File: config.mk
export PLATFORM = sky130hd
export DESIGN_NAME = grpc_unary_deframer_flat
export DESIGN_NICKNAME = d
export VERILOG_FILES = /design/src/rtl/gud_pkg.sv /design/src/rtl/gud_stream_if.sv /design/src/rtl/grpc_unary_deframer.sv /design/src/flat_wrapper.sv
export VERILOG_INCLUDE_DIRS = /design/src /design/src/rtl
export SDC_FILE = /design/constraint.sdc
export NUM_CORES = 1
export LEC_CHECK = 0
export BUFFER_PORTS_ARGS = -buffer_cell sky130_fd_sc_hd__buf_4
export CORE_AREA = 2 2 87 89
export DETAILED_ROUTE_END_ITERATION = 10
export DIE_AREA = 0 0 89 91
export GPL_ROUTABILITY_DRIVEN = 0
export PLACE_DENSITY_LB_ADDON = 0.12
export SYNTH_ARGS = -nofsm -noshare
export SYNTH_HDL_FRONTEND = slang
export SYNTH_SLANG_ARGS = --single-unit
File: constraint.sdc
create_clock -name clk -period 5.1 [get_ports clk]
set_clock_uncertainty 0.2 [all_clocks]
set_input_delay 0.51 -clock clk [delete_from_list [all_inputs] [get_ports clk]]
set_output_delay 0.51 -clock clk [all_outputs]
set_load 0.02 [all_outputs]
File: src/rtl/grpc_unary_deframer_defines.svh
// assertion macros for the deframer
`ifndef GRPC_UNARY_DEFRAMER_DEFINES_SVH
`define GRPC_UNARY_DEFRAMER_DEFINES_SVH

// same-cycle implication
`define GUD_ASSERT_NOW(label, ante, cons, msg) \
    label: assert property (@(posedge clk) disable iff (!rst_n) (ante) |-> (cons)) \
        else $error(msg);

// next-cycle implication
`define GUD_ASSERT_NEXT(label, ante, cons, msg) \
    label: assert property (@(posedge clk) disable iff (!rst_n) (ante) |=> (cons)) \
        else $error(msg);

`endif

File: src/rtl/gud_pkg.sv
`timescale 1ns / 1ps
package gud_pkg;

    localparam int HEADER_BYTES   = 5;
    localparam int FLAG_COMP_BIT  = 0;
    localparam int FLAG_TRLR_BIT  = 7;

    typedef enum logic [1:0] {
        KIND_DATA       = 2'd0,
        KIND_COMPRESSED = 2'd1,
        KIND_TRAILER    = 2'd2,
        KIND_EXTRA      = 2'd3
    } kind_t;

    typedef enum logic [2:0] {
        ST_OK            = 3'd0,
        ST_TRUNC_HEADER  = 3'd1,
        ST_TRUNC_MESSAGE = 3'd2,
        ST_COMPRESSED    = 3'd3,
        ST_EXTRA         = 3'd4,
        ST_NONE          = 3'd5
    } status_t;

    typedef enum logic [1:0] {
        PH_HEADER  = 2'b01,
        PH_PAYLOAD = 2'b10
    } phase_t;

    typedef struct packed {
        logic [7:0] byte_value;
        logic       byte_valid;
        logic       end_of_body;
    } in_item_t;

    typedef struct packed {
        logic [7:0] payload_byte;
        logic       payload_valid;
        logic       body_done;
        logic [2:0] status;
    } out_item_t;

endpackage

File: src/rtl/gud_stream_if.sv
`timescale 1ns / 1ps
interface gud_in_if;
    import gud_pkg::*;
    logic     valid;
    logic     ready;
    in_item_t data;
    modport source (output valid, output data, input ready);
    modport sink   (input valid, input data, output ready);
endinterface

interface gud_out_if;
    import gud_pkg::*;
    logic      valid;
    logic      ready;
    out_item_t data;
    modport source (output valid, output data, input ready);
    modport sink   (input valid, input data, output ready);
endinterface

File: src/rtl/grpc_unary_deframer.sv
`timescale 1ns / 1ps
// length-prefixed message deframer for a unary response body
// body channel: one transfer per item, a body byte (byte_valid) and/or an
//   end marker (end_of_body); a transfer happens when valid and ready are high
// result channel: one transfer per data payload byte and one closing transfer
//   per body carrying body_done and the status code; items that produce
//   nothing (header bytes, non-data payload bytes, bytes after an error, empty transfers) send nothing
// path: a body item is registered in the input register, then its result in the
//   result register; an untaken result in the result register holds it back
// throughput: one body item per clock unless a result waits in the result
//   register; the only loop is the frame state (phase, header count, 32-bit
//   length countdown) updated once per item
// stall: while a result waits in the result register the input register
//   holds its item, so at most two items sit in the block; body ready stays
//   high while the input register is empty or moving on
// reset: rst_n low clears the pipeline valids and all frame state, so the
//   next item starts a new body; the closing transfer of a body also returns
//   the frame state to its reset value
module grpc_unary_deframer (
    input  logic       clk,
    input  logic       rst_n,
    gud_in_if.sink     body,
    gud_out_if.source  result
);
    import gud_pkg::*;

    `include "grpc_unary_deframer_defines.svh"

    // input register
    logic     s1_valid_reg;
    in_item_t s1_item_reg;

    // result register
    logic      out_valid_reg, out_valid_next;
    out_item_t out_item_reg, out_item_next;

    // frame state
    phase_t      phase_reg, phase_next;
    logic [2:0]  hdr_count_reg, hdr_count_next;
    logic [7:0]  flags_reg, flags_next;
    logic [31:0] remaining_reg, remaining_next;
    kind_t       kind_reg, kind_next;
    logic        seen_reg, seen_next;
    status_t     err_reg, err_next;

    logic    advance;
    logic    proc;
    logic    pass;
    status_t st;

    // input register moves on when the result register can take its result
    assign advance    = !out_valid_reg || result.ready;
    assign proc       = s1_valid_reg && advance;
    assign body.ready = !s1_valid_reg || advance;

    always_comb
    begin
        phase_next     = phase_reg;
        hdr_count_next = hdr_count_reg;
        flags_next     = flags_reg;
        remaining_next = remaining_reg;
        kind_next      = kind_reg;
        seen_next      = seen_reg;
        err_next       = err_reg;
        pass           = 1'b0;
        st             = ST_OK;

        if (s1_item_reg.byte_valid && err_reg == ST_OK)
        begin
            if (phase_reg == PH_HEADER)
            begin
                if (hdr_count_reg == 3'd0)
                begin
                    flags_next     = s1_item_reg.byte_value;
                    remaining_next = '0;
                end
                else
                begin
                    remaining_next = {remaining_reg[23:0], s1_item_reg.byte_value};
                end
                hdr_count_next = hdr_count_reg + 3'd1;
                if (hdr_count_reg == 3'(HEADER_BYTES - 1))
                begin
                    // header complete: classify the frame
                    if (flags_reg[FLAG_COMP_BIT])
                        kind_next = KIND_COMPRESSED;
                    else if (flags_reg[FLAG_TRLR_BIT])
                        kind_next = KIND_TRAILER;
                    else if (seen_reg)
                        kind_next = KIND_EXTRA;
                    else
                    begin
                        kind_next = KIND_DATA;
                        seen_next = 1'b1;
                    end
                    hdr_count_next = 3'd0;
                    if (remaining_next == 32'd0)
                    begin
                        // empty payload completes the frame at once
                        if (kind_next == KIND_COMPRESSED)
                            err_next = ST_COMPRESSED;
                        else if (kind_next == KIND_EXTRA)
                            err_next = ST_EXTRA;
                        phase_next = PH_HEADER;
                    end
                    else
                    begin
                        phase_next = PH_PAYLOAD;
                    end
                end
            end
            else
            begin
                pass           = (kind_reg == KIND_DATA);
                remaining_next = remaining_reg - 32'd1;
                if (remaining_next == 32'd0)
                begin
                    if (kind_reg == KIND_COMPRESSED)
                        err_next = ST_COMPRESSED;
                    else if (kind_reg == KIND_EXTRA)
                        err_next = ST_EXTRA;
                    phase_next     = PH_HEADER;
                    hdr_count_next = 3'd0;
                end
            end
        end

        if (s1_item_reg.end_of_body)
        begin
            if (err_next != ST_OK)
                st = err_next;
            else if (phase_next == PH_PAYLOAD)
                st = ST_TRUNC_MESSAGE;
            else if (hdr_count_next != 3'd0)
                st = ST_TRUNC_HEADER;
            else if (!seen_next)
                st = ST_NONE;
            else
                st = ST_OK;
            // next item starts a fresh body
            phase_next     = PH_HEADER;
            hdr_count_next = 3'd0;
            flags_next     = '0;
            remaining_next = '0;
            kind_next      = KIND_DATA;
            seen_next      = 1'b0;
            err_next       = ST_OK;
        end
    end

    always_comb
    begin
        out_item_next.payload_byte  = pass ? s1_item_reg.byte_value : 8'd0;
        out_item_next.payload_valid = pass;
        out_item_next.body_done     = s1_item_reg.end_of_body;
        out_item_next.status        = st;
        out_valid_next              = out_valid_reg && !result.ready;
        if (proc && (pass || s1_item_reg.end_of_body))
            out_valid_next = 1'b1;
    end

    always_ff @(posedge clk or negedge rst_n)
    begin
        if (!rst_n)
        begin
            s1_valid_reg  <= 1'b0;
            out_valid_reg <= 1'b0;
            phase_reg     <= PH_HEADER;
            hdr_count_reg <= 3'd0;
            flags_reg     <= '0;
            remaining_reg <= '0;
            kind_reg      <= KIND_DATA;
            seen_reg      <= 1'b0;
            err_reg       <= ST_OK;
        end
        else
        begin
            if (body.ready)
                s1_valid_reg <= body.valid;
            out_valid_reg <= out_valid_next;
            if (proc)
            begin
                phase_reg     <= phase_next;
                hdr_count_reg <= hdr_count_next;
                flags_reg     <= flags_next;
                remaining_reg <= remaining_next;
                kind_reg      <= kind_next;
                seen_reg      <= seen_next;
                err_reg       <= err_next;
            end
        end
    end

    // payload registers
    always_ff @(posedge clk)
    begin
        if (body.ready && body.valid)
            s1_item_reg <= body.data;
        if (proc && (pass || s1_item_reg.end_of_body))
            out_item_reg <= out_item_next;
    end

    assign result.valid = out_valid_reg;
    assign result.data  = out_item_reg;

    `GUD_ASSERT_NOW(a_result_not_empty, out_valid_reg,
        out_item_reg.payload_valid || out_item_reg.body_done,
        "result transfer carries neither payload nor end of body")
    `GUD_ASSERT_NOW(a_status_only_at_end, out_valid_reg && !out_item_reg.body_done,
        out_item_reg.status == ST_OK, "status set on a payload-only result")
    `GUD_ASSERT_NOW(a_header_count_range, 1'b1,
        hdr_count_reg < 3'(HEADER_BYTES), "header count past header length")
    `GUD_ASSERT_NEXT(a_body_end_clears, proc && s1_item_reg.end_of_body,
        err_reg == ST_OK && hdr_count_reg == 3'd0 && !seen_reg && phase_reg == PH_HEADER,
        "frame state not cleared after end of body")

endmodule

File: src/flat_wrapper.sv
// flat-port wrapper written by rule: the top's interface ports become plain ports
module grpc_unary_deframer_flat import gud_pkg::*;
  (clk, rst_n, body_valid, body_data, body_ready, result_valid, result_data, result_ready);
  gud_in_if body_i ();
  gud_out_if result_i ();
  input  logic clk;
  input  logic rst_n;
  input wire logic [$bits(body_i.valid)-1:0] body_valid;
  input wire logic [$bits(body_i.data)-1:0] body_data;
  output wire logic [$bits(body_i.ready)-1:0] body_ready;
  output wire logic [$bits(result_i.valid)-1:0] result_valid;
  output wire logic [$bits(result_i.data)-1:0] result_data;
  input wire logic [$bits(result_i.ready)-1:0] result_ready;
  assign body_i.valid = body_valid;
  assign body_i.data = body_data;
  assign body_ready = body_i.ready;
  assign result_valid = result_i.valid;
  assign result_data = result_i.data;
  assign result_i.ready = result_ready;
  grpc_unary_deframer u_core (.clk(clk), .rst_n(rst_n), .body(body_i), .result(result_i));
endmodule
Word level (Yosys, flattened, before mapping)
Index checks and enable logic that the tools add are counted.

Bits in registers: 76. Input bits: 14. Output and inout port bits: 15.

Add/sub/neg operators: 2. Eq/ne operators: 7. Muxes and demuxes: 54. Reductions and logical operators: 25.

Operator list (count): two-way mux 32 bit (6); zero test 32 bit (2); two-way mux 3 bit (19); two-way mux 2 bit (16); two-way mux 8 bit (4); subtractor 32 x 1 -> 32 bit, second input constant (1); two-way mux 1 bit (9); AND reduction 4 bit (2); nonzero test 2 bit (4); equality test 2 x 1 -> 1 bit, second input constant (3); equality test 2 bit, second input constant (3); zero test 3 bit (2); nonzero test 3 bit (2); logical AND 1 bit (5); adder 3 x 1 -> 3 bit, second input constant (1); equality test 3 bit, second input constant (1); zero test 1 bit (3); logical OR 1 bit (3); zero test 2 bit (1); AND reduction 2 bit (1).

Longest topological paths before layout
Gate-level depths: netlist of the first run.

Depth after elaboration: 15. Gate-level depth with buffers: 13. Depth with buffers taken out: 10.

Worst setup path after synthesis of the first run
Ideal clock, no wire load.

Path kind: register to register. From: register u_core.remaining_reg[1]. To: register u_core.out_item_reg, in the netlist u_core.result.data[2] (data pin). Setup time: 0.256 ns. Arrival: 3.230 ns. Data required time: 4.644 ns. Path slack: 1.414 ns. Cell stages (with the launch flop): 13. Path buffers: 2. Period minus slack after synthesis: 3.686 ns. Path through: dfrtp_1 clkbuf_1 inv_1 ha_1 clkbuf_1 nor3b_1 nand3_1 or4_1 o211ai_1 nor4b_4 a211o_1 and3_1 a22o_1.

Cells in the longest elaborated chain, start to end: 11.

Ends and longest elaborated chain: start: declaration (RTL line grpc_unary_deframer.sv:41) `logic [31:0] remaining_reg, remaining_next;`; start signal: assignment (RTL line grpc_unary_deframer.sv:186) `remaining_reg <= remaining_next;`; parallel branches: the longest is 10 deep, another holds subtractor 32 x 1 -> 32 bit; two-way mux 3 bit * (RTL line grpc_unary_deframer.sv:130) `if (err_next != ST_OK)`; end signal: assignment (RTL line grpc_unary_deframer.sv:200) `out_item_reg <= out_item_next;`; end: declaration (RTL line grpc_unary_deframer.sv:35) `out_item_t out_item_reg, out_item_next;`.

Every way passes the cells marked *. The select of a mux whose other input is x is not followed. A chain may end at the register's enable or synchronous reset.

Final worst setup path of the first run
From: register u_core.remaining_reg[0]. To: register u_core.out_item_reg, in the netlist u_core.result.data[2] (data pin).

The elaborated chain is that of the path after synthesis.

==> results.yml, run 1 <==
status:
  status: "finished clean"
floorplan:
  initial_core_util: 0.600
  pin_count: 29
  dieArea_um2: 8100
  rows: 31
  die_h_um: 91
  core_um2: 7140
  die_w_um: 89
route:
  ant_nets: 0
  num_vias: 4048
  firstDrtPassIters: 5
  routed_wl_um: 11400
  met3RoutedLength_um: 1170
  wl_per_cell_um: 18.7
  drc_errors: 0
  drt_iter0_drc: 517
  viasPerCell: 6.66
  maxUsedRoutingLayer: "met4"
  wl_met1_um: 4740
  met2_length_um: 5210
sta:
  relSlewSlack: 0.290
  post-route-period-util: 0.835
  hold_viol_final: 0
  final.min_clock_period_ns: 4.26
  slew_viol_final: 0
  setup_violations: 0
  rsz0062_at_grt: "false"
  setup_slack_ns: 0.841
  max_freq_mhz: 235
  tns_ns: 0
  tightestPinTransition_ns: 1.06
power_and_ir_drop:
  p_leak_nw: 1.93
  powerDensity_nw_per_um2: 464
  p_total_mw: 2.20
  vdd_ir_drop_max_v: 0.000211
final_layout:
  largest_reg_flops: 32
  synthToLayoutAreaGrowth_pct: 10.5
  postLayoutCellArea_um2: 4740
  nets: 522
  drive_gt1_frac: 0.136
  diodes: 0
global_routing:
  antenna_found_initial: 0
  grt_max_degree: 48
  gr-total-overflow: 0
  grt_pass1_wl_um: 18900
  grt_usage: 0.303
  grt_pass1_vias: 3740
placed_design:
  place_area_um2: 4530
  dp_hpwl_um: 7850
  dp_slack_ns: 0.987
  port_buffers: 28
clock_tree:
  path_clk_slew_ns: 0.08
  root_buffer: "clkbuf_8"
  clk_latency_ns: 0.37
  cts.sinks: 70
  tritoncts: "built"
  cts_htree_levels: 3
  clk_path_buf_depth: 2
  numCtsBuffers: 9
  postCtsSetupBuffers: 0
synthesis:
  netlist.area_leader.share: 0.269
  synth_edf_count: 23
  synth_area_leader_cell: "dfrtp_1"
  yosysWarningCount: 0
  ys_types: 62
  synth.area.top_cells: "dfrtp_1 (27%), edfxtp_1 (16%), o21ai_0 (7.5%)"
  async_flop_share: 0.671
  yosysSeqAreaShare: 0.436
  yosys.cell_count.top_type: "o21ai_0"
  netlist_top_cells_count: "o21ai_0 (64), nor2_1 (55), dfrtp_1 (46)"
  ys.flop_type: "dfrtp_1"
  ys_ff_latch: 70
  synthesis.area_um2: 4290
  synth_cells: 487
  syn_nets: 505
  synth_area_per_cell_um2: 8.80
worst_setup_path:
  crit_path_end_kind: "flop"
  required_ns: 5.13
  crit_path_start_kind: "flop"
  worst-setup-path-type: "reg2reg"
  worstPathMaxFanout: 10
  arrival_ns: 4.29
flow_run:
  drv_cap: 0
hold_path:
  hold_class: "in2reg"
worst paths after layout:
kind	start	to	slack, ns	cells past startpoint
max	u_core.remaining_reg[0]	u_core.result.data[2]	0.84	11
min	body_data[5]	u_core.s1_item_reg[5]	0.12	1
max reg2reg	u_core.remaining_reg[0]	u_core.result.data[2]	0.84	11
min reg2reg	u_core.kind_reg[1]	u_core.kind_reg[1]	0.35	2
max in group asynchronous	rst_n	u_core.remaining_reg[29]	3.76	2
min in group asynchronous	rst_n	u_core.remaining_reg[6]	0.51	2
critical path, stage by stage (launching register included):
cell and delay, ns:
dfrtp_1 0.46, inv_1 0.13, ha_1 0.39, nor3b_1 0.65, nand3_1 0.40, buf_4 0.29, o31ai_4 0.23, o211ai_1 0.19
nor4b_4 0.53, a21oi_2 0.13, nor4_1 0.35, a22o_1 0.17
through the flow:
| stage | hold slack (ns) | cells | utilization |
|---|---|---|---|
| after detailed placement | 0.330 | 591 | 0.634 |
| after floorplan | 0.0144 | 487 | - |
| after CTS | 0.115 | 608 | 0.664 |
| after global routing | 0.112 | 608 | 0.664 |
| after global placement | 0.325 | 591 | 0.634 |
| final | 0.119 | 608 | 0.664 |
report_power, final:
part           switching, mW  internal (mW)
clock network          0.231          0.229
logic                  0.650          0.381
registers             0.0754          0.630
total                  0.956           1.24
area by class of cell:
class / count / area (um^2)
repair buffers: 37 / 280
inverters: 5 / 18.8
flip-flops and latches: 70 / 1870
clock buffers: 10 / 128
well taps: 99 / 124
clock inverters: 6 / 70.1
fillers: 603 / 2400
multi-input cells: 381 / 2250
placed cells by master (no fill, tap or decap), types with 5 or more instances in the layout:
cell       n
o31ai_1    5
edfxtp_1  23
dfrtp_1   46
a22oi_1   19
nand4_1    7
nand3_1   13
buf_4     36
xnor2_1    6
nand2b_1   5
o21ai_0   63
xor2_1     8
inv_1      5
nor2b_1    8
nor3_1    20
and2_1    11
nor2_1    55
nand2_1   40
a21oi_1   24
nor4_1    23
and3_1     5
clkbuf_8   9
layer usage:
layer / vias up / track usage
li1: 1854 / -
met1: 1906 / 0.452
met2: 256 / 0.437
met3: 32 / 0.0482
met4: 0 / 0.124
met5: - / 0
timing repair:
action                     in CTS  in global routing
hold endpoints to repair       32                  0
hold buffers                    1                  0
resized for setup               0                  0
setup endpoints to repair       0                  0
cells by family after synthesis:
family,share of synthesized area
buf+inv,0.0406
flops,0.436
xor+xnor,0.0286
simple gates,0.271
compound gates,0.212
fa+ha+maj,0.0117
(Power assumes the default switching activity.)
==> run 2: changes to the inputs <==
- clock period: 5.1 -> 4 ns (I/O delays scaled with it)
==> run 2 against run 1 <==
Compared with the run above:
- clock-buffer cell count down 1
- setup slack got worse by 0.61 ns
- largest cell class unchanged
- critical endpoint unchanged
- final area up 1.6%
- utilization increased by 1.1 points
- largest power group unchanged
- clock power up 36%
==> results.yml, run 2 (synthesized netlist as in run 1, its figures left out) <==
sta:
  tns_ns: 0
  slew_viol_final: 0
  relSlewSlack: 0.394
  final.min_clock_period_ns: 3.77
  rsz0062_at_grt: "false"
  max_freq_mhz: 265
  post-route-period-util: 0.943
  tightestPinTransition_ns: 0.902
  setup_violations: 0
  hold_viol_final: 0
floorplan:
  dieArea_um2: 8100
  die_h_um: 91
  pin_count: 29
  rows: 31
  initial_core_util: 0.600
  die_w_um: 89
  core_um2: 7140
worst_setup_path:
  crit_path_end_kind: "flop"
  timing.rr.start: "u_core.remaining_reg[12]"
  r2r_cells: 8
  arrival_ns: 3.69
  worst-setup-path-type: "reg2reg"
  r2r_setup_slack_ns: 0.23
  r2r_end: "u_core.result.data[2]"
  worstPathMaxFanout: 14
  crit_path_start_kind: "flop"
  required_ns: 3.92
hold_path:
  hold_class: "in2reg"
  worstHoldStart: "body_data[7]"
  whs_endpoint: "u_core.s1_item_reg[7]"
  worst_hold_path.num_cells: 1
route:
  met2_length_um: 5320
  drc_errors: 0
  maxUsedRoutingLayer: "met4"
  ant_nets: 0
  viasPerCell: 6.69
  routed_wl_um: 11600
  met3RoutedLength_um: 1290
  wl_met1_um: 4610
  firstDrtPassIters: 5
  drt_iter0_drc: 431
  wl_per_cell_um: 18.8
  num_vias: 4124
global_routing:
  antenna_found_initial: 0
  grt_pass1_vias: 3844
  gr-total-overflow: 0
  grt_pass1_wl_um: 19200
  grt_max_degree: 48
  grt_usage: 0.305
clock_tree:
  clk_path_buf_depth: 2
  cts_htree_levels: 3
  cts-resized-gates: 0
  ctsHoldBuffers: 1
  path_clk_slew_ns: 0.09
  root_buffer: "clkbuf_8"
  tritoncts: "built"
  numCtsBuffers: 9
  postCtsSetupBuffers: 0
  clk_latency_ns: 0.36
  cts.sinks: 70
power_and_ir_drop:
  powerDensity_nw_per_um2: 606
  p_leak_nw: 1.97
  vdd_ir_drop_max_v: 0.000292
final_layout:
  diodes: 0
  seqCellArea_um2: 1870
  nets: 530
  postLayoutCellArea_um2: 4810
  final_cells: 616
  largest_reg_flops: 32
  multi_input_area_um2: 2250
  fillers: 589
  layout_common_cells: "o21ai_0 (63), nor2_1 (55), dfrtp_1 (46)"
  drive_gt1_frac: 0.151
  final_common_cell: "o21ai_0"
  fin_util: 0.674
  synthToLayoutAreaGrowth_pct: 12.3
status:
  status: "finished clean"
placed_design:
  dp_hpwl_um: 8060
  dp.cells: 599
  place_area_um2: 4590
  port_buffers: 28
flow_run:
  drv_cap: 0
## run 2: worst max path at each step
stage	start	to	slack [ns]
6_report	u_core.remaining_reg[12]	u_core.result.data[2]	0.23
3_5_place_dp	u_core.remaining_reg[12]	u_core.result.data[0]	0.28
2_1_floorplan	u_core.remaining_reg[1]	u_core.result.data[2]	0.31
4_1_cts	u_core.remaining_reg[12]	u_core.result.data[2]	0.26
5_1_grt	u_core.remaining_reg[0]	u_core.result.data[0]	0.005
3_3_place_gp	u_core.remaining_reg[12]	u_core.result.data[2]	0.38
## run 2: layout make-up
class,count,area share
Multi-Input combinational cell,381,0.467
Sequential cell,70,0.388
Timing Repair Buffer,45,0.0707
Clock buffer,9,0.0257
Tap cell,99,0.0257
Clock inverter,7,0.0185
Inverter,5,0.00390
## run 2: routing by layer
metal,track usage,up-vias
met2,0.451,264
met5,0,-
li1,-,1861
met3,0.0800,46
met4,0.0995,0
met1,0.436,1953
## run 2: through the flow
step,worst slack (ns),hold slack (ns),power [mW]
detailed placement,0.282,0.275,2.26
finish,0.229,0.0110,2.92
global placement,0.383,0.262,2.25
CTS,0.256,0.00780,2.88
floorplan,0.314,-0.0956,1.86
global route,0.00476,0.00116,3.10
## run 2: where the power goes
part | internal [mW] | switching, mW | leakage [nW]
registers | 0.803 | 0.0929 | 0.865
clock network | 0.304 | 0.320 | 0.106
logic | 0.533 | 0.863 | 1.00
## run 2: worst max-delay path: stages (launching register included)
cell and delay [ns]:
dfrtp_1 0.48, or4_4 0.60, or4_4 0.62, or4_1 0.60, o211ai_1 0.22, nor4b_4 0.14
a211o_1 0.31, and3_1 0.17, a22o_1 0.19
